$ cat config.mk
export PLATFORM = sky130hd
export DESIGN_NAME = sensor_response_crc_deframer
export DESIGN_NICKNAME = d
export VERILOG_FILES = /design/src/rtl/core/srcd_pkg.sv /design/src/rtl/core/srcd_parser.sv /design/src/rtl/core/srcd_convert.sv /design/src/rtl/core/sensor_response_crc_deframer.sv
export SDC_FILE = /design/constraint.sdc
export NUM_CORES = 1
export LEC_CHECK = 0
export BUFFER_PORTS_ARGS = -buffer_cell sky130_fd_sc_hd__clkbuf_2
export CORE_UTILIZATION = 55
export DETAILED_ROUTE_END_ITERATION = 16
export PLACE_DENSITY = 0.72
export SLEW_MARGIN = 20
export SYNTH_ARGS = -nofsm -noshare
export SYNTH_HDL_FRONTEND = slang
export SYNTH_SLANG_ARGS = --single-unit
$ cat constraint.sdc
create_clock -name clk -period 9.1 [get_ports clk]
set_input_delay 0.91 -clock clk [delete_from_list [all_inputs] [get_ports clk]]
set_output_delay 0.91 -clock clk [all_outputs]
set_load 0.01 [all_outputs]
$ cat src/rtl/core/srcd_pkg.sv
// Shared types, constants and the CRC-8 step for the sensor response deframer.
package srcd_pkg;

	// Frame layout
	localparam int BYTES_PER_WORD = 2;
	localparam int WORD_W         = 16;
	localparam int WITHIN_W       = $clog2(BYTES_PER_WORD + 1);
	localparam int WIDX_W         = 2;
	localparam int MEAS_WORDS     = 3;

	// CRC-8 parameters: poly 0x31, init 0xFF, MSB first
	localparam logic [7:0] CRC_INIT = 8'hFF;
	localparam logic [7:0] CRC_POLY = 8'h31;

	// Status word readiness mask
	localparam logic [WORD_W-1:0] READY_MASK = 16'h07FF;

	// Fixed-point conversion constants
	localparam int TEMP_SCALE  = 17500;
	localparam int TEMP_OFFSET = 4500;
	localparam int RH_SCALE    = 10000;
	localparam int TPROD_W     = 31;
	localparam int RPROD_W     = 30;
	localparam int TEMP_W      = 15;
	localparam int RH_W        = 14;

	typedef enum logic [1:0] {
		ST_MEAS_OK   = 2'd0,
		ST_READY     = 2'd1,
		ST_NOT_READY = 2'd2,
		ST_CRC_ERR   = 2'd3
	} status_t;

	// Completed frame handed from parser to converter
	typedef struct packed {
		status_t           status;
		logic [WORD_W-1:0] co2_raw;
		logic [WORD_W-1:0] t_raw;
		logic [WORD_W-1:0] rh_raw;
	} frame_t;

	// One byte through the CRC-8 register
	function automatic logic [7:0] crc8_byte(input logic [7:0] crc, input logic [7:0] b);
		logic [7:0] c;
		c = crc ^ b;
		for (int i = 0; i < 8; i++) begin
			if (c[7]) begin
				c = {c[6:0], 1'b0} ^ CRC_POLY;
			end else begin
				c = {c[6:0], 1'b0};
			end
		end
		return c;
	endfunction

endpackage

$ cat src/rtl/core/srcd_parser.sv
// Byte parser: input register, frame state, CRC check and completed-frame register.
module srcd_parser (
	input  logic                clk,
	input  logic                arst_n,
	input  logic                in_valid,
	output logic                in_stall,
	input  logic [7:0]          rx_byte,
	input  logic                frame_start,
	input  logic                frame_kind,
	output logic                frm_valid,
	output srcd_pkg::frame_t    frm,
	input  logic                frm_ready
);

	// Input register
	logic       valid_s1;
	logic [7:0] byte_s1;
	logic       start_s1;
	logic       kind_s1;

	// Frame state
	logic [srcd_pkg::WITHIN_W-1:0] within_q;
	logic [srcd_pkg::WIDX_W-1:0]   widx_q;
	logic [7:0]                    crc_q;
	logic                          kind_q;
	logic                          fail_q;
	logic                          active_q;
	logic [srcd_pkg::WORD_W-1:0]   word_q [srcd_pkg::MEAS_WORDS];

	// Completed frame register
	logic             frm_valid_s2;
	srcd_pkg::frame_t frm_s2;

	logic ready_s1, ready_s2, fire_s1;

	logic                          kind_eff, fail_eff, active_eff;
	logic [srcd_pkg::WITHIN_W-1:0] within_eff;
	logic [srcd_pkg::WIDX_W-1:0]   widx_eff, last_widx;
	logic [7:0]                    crc_eff;
	logic                          is_crc, is_last, fail_nx;
	logic [srcd_pkg::WORD_W-1:0]   cur_word;
	srcd_pkg::frame_t              frm_nx;

	assign ready_s2 = !frm_valid_s2 || frm_ready;
	assign ready_s1 = !valid_s1 || ready_s2;
	assign fire_s1  = valid_s1 && ready_s2;
	assign in_stall = !ready_s1;

	// Frame start restarts the parser state for this word
	always_comb begin
		kind_eff   = start_s1 ? kind_s1 : kind_q;
		within_eff = start_s1 ? '0 : within_q;
		widx_eff   = start_s1 ? '0 : widx_q;
		crc_eff    = start_s1 ? srcd_pkg::CRC_INIT : crc_q;
		fail_eff   = start_s1 ? 1'b0 : fail_q;
		active_eff = start_s1 || active_q;
		is_crc     = within_eff == srcd_pkg::WITHIN_W'(srcd_pkg::BYTES_PER_WORD);
		last_widx  = kind_eff ? srcd_pkg::WIDX_W'(srcd_pkg::MEAS_WORDS - 1) : '0;
		is_last    = active_eff && is_crc && (widx_eff == last_widx);
		fail_nx    = fail_eff || (is_crc && (crc_eff != byte_s1));
	end

	// Word being assembled
	always_comb begin
		cur_word = word_q[0];
		for (int i = 1; i < srcd_pkg::MEAS_WORDS; i++) begin
			if (widx_eff == srcd_pkg::WIDX_W'(i)) begin
				cur_word = word_q[i];
			end
		end
	end

	// Result of a finished frame
	always_comb begin
		frm_nx.co2_raw = word_q[0];
		frm_nx.t_raw   = word_q[1];
		frm_nx.rh_raw  = word_q[2];
		if (fail_nx) begin
			frm_nx.status = srcd_pkg::ST_CRC_ERR;
		end else if (!kind_eff) begin
			frm_nx.status = ((word_q[0] & srcd_pkg::READY_MASK) != '0) ?
				srcd_pkg::ST_READY : srcd_pkg::ST_NOT_READY;
		end else begin
			frm_nx.status = srcd_pkg::ST_MEAS_OK;
		end
	end

	// Input register
	always_ff @(posedge clk or negedge arst_n) begin
		if (!arst_n) begin
			valid_s1 <= 1'b0;
		end else if (ready_s1) begin
			valid_s1 <= in_valid;
		end
	end

	always_ff @(posedge clk) begin
		if (ready_s1 && in_valid) begin
			byte_s1  <= rx_byte;
			start_s1 <= frame_start;
			kind_s1  <= frame_kind;
		end
	end

	// Frame control state
	always_ff @(posedge clk or negedge arst_n) begin
		if (!arst_n) begin
			within_q <= '0;
			widx_q   <= '0;
			crc_q    <= srcd_pkg::CRC_INIT;
			kind_q   <= 1'b0;
			fail_q   <= 1'b0;
			active_q <= 1'b0;
		end else if (fire_s1 && active_eff) begin
			kind_q   <= kind_eff;
			fail_q   <= fail_nx;
			active_q <= !is_last;
			if (is_crc) begin
				within_q <= '0;
				widx_q   <= widx_eff + 1'b1;
				crc_q    <= srcd_pkg::CRC_INIT;
			end else begin
				within_q <= within_eff + 1'b1;
				widx_q   <= widx_eff;
				crc_q    <= srcd_pkg::crc8_byte(crc_eff, byte_s1);
			end
		end
	end

	// Word store, big-endian shift-in of data bytes
	always_ff @(posedge clk) begin
		for (int i = 0; i < srcd_pkg::MEAS_WORDS; i++) begin
			if (fire_s1 && active_eff && !is_crc && (widx_eff == srcd_pkg::WIDX_W'(i))) begin
				word_q[i] <= {cur_word[srcd_pkg::WORD_W-9:0], byte_s1};
			end
		end
	end

	// Completed frame register
	always_ff @(posedge clk or negedge arst_n) begin
		if (!arst_n) begin
			frm_valid_s2 <= 1'b0;
		end else if (fire_s1 && is_last) begin
			frm_valid_s2 <= 1'b1;
		end else if (frm_ready) begin
			frm_valid_s2 <= 1'b0;
		end
	end

	always_ff @(posedge clk) begin
		if (fire_s1 && is_last) begin
			frm_s2 <= frm_nx;
		end
	end

	assign frm_valid = frm_valid_s2;
	assign frm       = frm_s2;

endmodule

$ cat src/rtl/core/srcd_convert.sv
// Converter: scales raw temperature and humidity words into output units.
module srcd_convert (
	input  logic                         clk,
	input  logic                         arst_n,
	input  logic                         frm_valid,
	input  srcd_pkg::frame_t             frm,
	output logic                         frm_ready,
	output logic                         out_valid,
	input  logic                         out_stall,
	output logic [1:0]                   status,
	output logic [15:0]                  co2_ppm,
	output logic signed [srcd_pkg::TEMP_W-1:0] temp_centi_c,
	output logic [srcd_pkg::RH_W-1:0]    rh_centi_pct
);

	// Product stage
	logic                           valid_s3;
	srcd_pkg::status_t              status_s3;
	logic [srcd_pkg::WORD_W-1:0]    co2_s3;
	logic [srcd_pkg::TPROD_W-1:0]   tprod_s3;
	logic [srcd_pkg::RPROD_W-1:0]   rprod_s3;

	// Result register
	logic                           out_valid_q;
	srcd_pkg::status_t              status_q;
	logic [srcd_pkg::WORD_W-1:0]    co2_q;
	logic [srcd_pkg::TEMP_W-1:0]    temp_q;
	logic [srcd_pkg::RH_W-1:0]      rh_q;

	logic ready_out, ready_s3;

	logic [srcd_pkg::TPROD_W:0]   tsum;
	logic [srcd_pkg::RPROD_W:0]   rsum;
	logic [srcd_pkg::TEMP_W-1:0]  tq;
	logic [srcd_pkg::RH_W-1:0]    rq;

	assign ready_out = !out_valid_q || !out_stall;
	assign ready_s3  = !valid_s3 || ready_out;
	assign frm_ready = ready_s3;

	// floor(x/65535) = (x + (x >> 16) + 1) >> 16 for quotients below 2^16
	always_comb begin
		tsum = (srcd_pkg::TPROD_W+1)'(tprod_s3) + (srcd_pkg::TPROD_W+1)'(tprod_s3 >> 16)
			+ (srcd_pkg::TPROD_W+1)'(1);
		rsum = (srcd_pkg::RPROD_W+1)'(rprod_s3) + (srcd_pkg::RPROD_W+1)'(rprod_s3 >> 16)
			+ (srcd_pkg::RPROD_W+1)'(1);
		tq   = tsum[16 +: srcd_pkg::TEMP_W];
		rq   = rsum[16 +: srcd_pkg::RH_W];
	end

	// Multiply stage
	always_ff @(posedge clk or negedge arst_n) begin
		if (!arst_n) begin
			valid_s3 <= 1'b0;
		end else if (ready_s3) begin
			valid_s3 <= frm_valid;
		end
	end

	always_ff @(posedge clk) begin
		if (ready_s3 && frm_valid) begin
			status_s3 <= frm.status;
			co2_s3    <= frm.co2_raw;
			tprod_s3  <= srcd_pkg::TPROD_W'(frm.t_raw) * srcd_pkg::TPROD_W'(srcd_pkg::TEMP_SCALE);
			rprod_s3  <= srcd_pkg::RPROD_W'(frm.rh_raw) * srcd_pkg::RPROD_W'(srcd_pkg::RH_SCALE);
		end
	end

	// Result register; data fields are zero unless the measurement is good
	always_ff @(posedge clk or negedge arst_n) begin
		if (!arst_n) begin
			out_valid_q <= 1'b0;
		end else if (ready_out) begin
			out_valid_q <= valid_s3;
		end
	end

	always_ff @(posedge clk) begin
		if (ready_out && valid_s3) begin
			status_q <= status_s3;
			if (status_s3 == srcd_pkg::ST_MEAS_OK) begin
				co2_q  <= co2_s3;
				temp_q <= tq - srcd_pkg::TEMP_W'(srcd_pkg::TEMP_OFFSET);
				rh_q   <= rq;
			end else begin
				co2_q  <= '0;
				temp_q <= '0;
				rh_q   <= '0;
			end
		end
	end

	assign out_valid    = out_valid_q;
	assign status       = status_q;
	assign co2_ppm      = co2_q;
	assign temp_centi_c = temp_q;
	assign rh_centi_pct = rh_q;

endmodule

$ cat src/rtl/core/sensor_response_crc_deframer.sv
// Top level of the CRC-checked sensor response deframer.
//
//  channel | words                                         | handshake
//  --------+-----------------------------------------------+------------------
//  in      | rx_byte, frame_start, frame_kind              | in_valid/in_stall
//  out     | status, co2_ppm, temp_centi_c, rh_centi_pct   | out_valid/out_stall
//
// One input byte is taken every cycle while in_stall is low; a frame's result is offered once
// its last byte has passed the input, frame, multiply and result registers in that order.
// Reset clears all control state; the word store holds no reset value.
// A stalled output backs up stage by stage and raises in_stall only once every
// stage holds a word.
module sensor_response_crc_deframer (
	input  logic                      clk,
	input  logic                      arst_n,
	input  logic                      in_valid,
	output logic                      in_stall,
	input  logic [7:0]                rx_byte,
	input  logic                      frame_start,
	input  logic                      frame_kind,
	output logic                      out_valid,
	input  logic                      out_stall,
	output logic [1:0]                status,
	output logic [15:0]               co2_ppm,
	output logic signed [14:0]        temp_centi_c,
	output logic [13:0]               rh_centi_pct
);

	logic             frm_valid;
	logic             frm_ready;
	srcd_pkg::frame_t frm;

	srcd_parser u_parser (
		.clk         (clk),
		.arst_n      (arst_n),
		.in_valid    (in_valid),
		.in_stall    (in_stall),
		.rx_byte     (rx_byte),
		.frame_start (frame_start),
		.frame_kind  (frame_kind),
		.frm_valid   (frm_valid),
		.frm         (frm),
		.frm_ready   (frm_ready)
	);

	srcd_convert u_convert (
		.clk          (clk),
		.arst_n       (arst_n),
		.frm_valid    (frm_valid),
		.frm          (frm),
		.frm_ready    (frm_ready),
		.out_valid    (out_valid),
		.out_stall    (out_stall),
		.status       (status),
		.co2_ppm      (co2_ppm),
		.temp_centi_c (temp_centi_c),
		.rh_centi_pct (rh_centi_pct)
	);

endmodule
==> flow_summary.json <==
{
  "outcome": "finished, final reports clean",
  "synth_warnings": 0,
  "groute.layer.met1.usage_pct": 28.32,
  "ys.flop_type": "edfxtp_1",
  "ant_nets": 0,
  "die_x_um": 171.2,
  "grt_overflow_total": 0,
  "vias": 9792,
  "crit_path_end_kind": "register",
  "grt_util_met3_pct": 2.899,
  "coreArea_um2": 28010,
  "finalSetupViolations": 0,
  "layout_commonest_cell": "edfxtp_1",
  "cts_tree": "yes",
  "crit_required_ns": 9.37,
  "start_util_pct": 56.22,
  "die_y_um": 171.2,
  "worst_slack_ns": 4.015,
  "cts_resized": 0,
  "synth_edf_count": 228,
  "internal_power_mw": 2.255,
  "startpoint_type": "register",
  "fin_cells": 1797,
  "yosys-top-cells-area": "edfxtp_1 (43%), ha_1 (15%), fa_1 (10%), inv_1 (5.1%), a21oi_1 (2.2%)",
  "worstHoldPathType": "in -> async",
  "netlist.area_leader.share_pct": 43.47,
  "rrSetupSlack_ns": 4.02,
  "die_area_um2": 29310,
  "p_sw_share_pct": 27.35,
  "synth_nets": 1609,
  "hold_buffers": 0,
  "power.density_nw_per_um2": 178.1,
  "crit_type": "reg -> reg",
  "ys_seq_area_share_pct": 46.56,
  "place_ws_ns": 4.071,
  "slew_viol_final": 0,
  "fin_skew_ns": 0.02371,
  "syn_area_um2": 15750,
  "gp_congestion": 0.8705,
  "syn_to_final_growth_pct": 10.65,
  "synth_top_cell_by_area": "edfxtp_1",
  "rsz0062_at_grt": "no",
  "wl_per_cell_um": 16.48,
  "drc": 0,
  "ios": 63,
  "syn_avg_cell_area_um2": 11.93,
  "fin_util_pct": 62.21,
  "track_usage_pct": 20.88,
  "ir_worst_vdd_uv": 180.0,
  "place_inst": 1748,
  "power_frac_comb_pct": 19.6,
  "p_seq_share_pct": 45.6,
  "grt_pass1_vias": 9541,
  "power.total_mw": 3.104,
  "postPlaceCellArea_um2": 16540,
  "dp_hpwl_mm": 22.67,
  "clkPwrFrac_pct": 34.8,
  "numCtsBuffers": 27,
  "crit_fanout": 4,
  "use_met2_pct": 35.05,
  "max-slew-margin-rel_pct": 32.40,
  "yosysUniqueCellTypes": 61,
  "hold_slack_ns": 0.3119,
  "top_usage_layer": "met2",
  "p_sw_mw": 0.8491,
  "clock.fmax_ghz": 0.1967,
  "clock_path_buffers": 3,
  "p_leak_nw": 7.539,
  "clkLatencyLatePin_ns": 0.55,
  "nNetsFinal": 1688,
  "drt-total-wl_mm": 29.61,
  "htree_levels": 1,
  "worst_pin_slew_ns": 1.014,
  "clk_pin_slew_ns": 0.06,
  "drt-initial-drc-count": 607,
  "row_count": 61,
  "worstPathArrival_ns": 5.36,
  "port_buffers": 62,
  "synth_cells": 1320,
  "antenna_found_initial": 0,
  "ys_seq_elements": 247,
  "finalHoldViolations": 0,
  "n_antenna_cell": 0,
  "most-common-layout-cells": "edfxtp_1 (228), inv_1 (212), ha_1 (195), fa_1 (80), nor2_1 (71)",
  "dr.pass1.iters": 5,
  "fin_tns_setup_ns": 0,
  "finalInstanceArea_um2": 17430,
  "viasPerCell": 5.449,
  "period_needed_ns": 5.085,
  "post-cts-setup-buffers": 0,
  "num-fill-cells": 2186,
  "cap_violations": 0,
  "clock_sinks": 247,
  "post-route-period-util_pct": 55.88,
  "async_flop_share_pct": 7.692,
  "drive_above_1_share_pct": 9.584,
  "root_buffer": "clkbuf_16",
  "grt_max_degree": 74,
  "grt_pass1_wl_mm": 47.93
}
==> power by group through the flow <==
stage / Sequential, mW / Clock [mW] / Combinational, mW
global route: 1.42 / 1.14 / 0.686
CTS: 1.42 / 1.10 / 0.610
global placement: 1.43 / 0 / 0.591
detailed placement: 1.44 / 0 / 0.603
finish: 1.42 / 1.08 / 0.607
floorplan: 1.42 / 0 / 0.480
==> flip-flops by register name (all words and copies together) (netlist names), 8 cells and up <==
register	count
u_convert.co2_s3	16
u_parser.word_q	48
u_parser.byte_s1	8
u_convert.tprod_s3	29
u_parser.crc_q	8
u_convert.co2_ppm	16
u_parser.frm	50
u_convert.rprod_s3	26
u_convert.temp_centi_c	15
u_convert.rh_centi_pct	14
==> cells in the mapped netlist (4+ instances only) <==
master,instances
or3_1,13
nand3b_1,6
or2_2,6
dfrtp_1,11
fa_1,80
xnor2_1,35
nor3_1,20
a211oi_1,9
nor2b_1,9
nor4_1,9
a21o_1,23
a31oi_1,10
mux2i_1,11
o211ai_1,7
nand3_1,22
a21oi_1,68
nand2b_1,8
xor2_1,28
o22ai_1,5
o31ai_1,10
or4_1,6
edfxtp_1,228
nand4_1,6
ha_1,195
nor2_1,72
o21ai_0,49
and3_1,7
inv_1,212
dfstp_2,8
nand2_1,45
o211a_1,4
o21a_1,13
clkbuf_1,16
and2_1,23
==> layer usage <==
layer,share of wire [%],up-vias
li1,-,4822
met5,0,-
met1,46,4642
met2,47,265
met3,4.4,63
met4,2.6,0
==> kinds of logic after synthesis <==
kind of cell    count (synthesis)  synth area share, %
fa+ha+maj                     275                25.66
xor+xnor                       63                3.504
mux                            13               0.8422
compound gates                235                9.796
simple gates                  256                8.120
flops                         247                46.56
buf+inv                       231                5.522
==> worst paths after layout <==
kind / endpoint / from / cells after the start
setup reg to reg: u_convert.rprod_s3[28] / u_parser.frm[5] / 19
max in group asynchronous: u_parser.crc_q[0] / arst_n / 1
hold / removal: u_convert.out_valid / arst_n / 1
min in group clk: u_convert.co2_s3[3] / u_parser.frm[35] / 0
setup / recovery: u_convert.rprod_s3[28] / u_parser.frm[5] / 19
hold reg to reg: u_convert.co2_s3[3] / u_parser.frm[35] / 0
==> worst max-delay path: stages, from the launching register on <==
cell,delay (ns)
edfxtp_1,0.43
inv_1,0.13
fa_1,0.52
inv_1,0.04
ha_1,0.26
inv_1,0.05
fa_1,0.52
inv_1,0.04
ha_1,0.26
inv_1,0.05
fa_1,0.49
inv_1,0.04
ha_1,0.32
o21a_1,0.12
o2bb2ai_1,0.07
a311oi_1,0.58
o21ai_0,0.23
a31oi_1,0.26
nor4_1,0.08
a311o_1,0.32
==> cell type report <==
type,count,area [µm²],share of cell area (%)
timing repair buffer,69,362.8,2.082
inverter,212,795.8,4.566
sequential,247,7332,42.07
clock inverter,16,190.2,1.091
tap,378,473.0,2.714
multi-input combinational,842,7575,43.47
clock buffer,33,698.2,4.006
(Power assumes the default switching activity.)
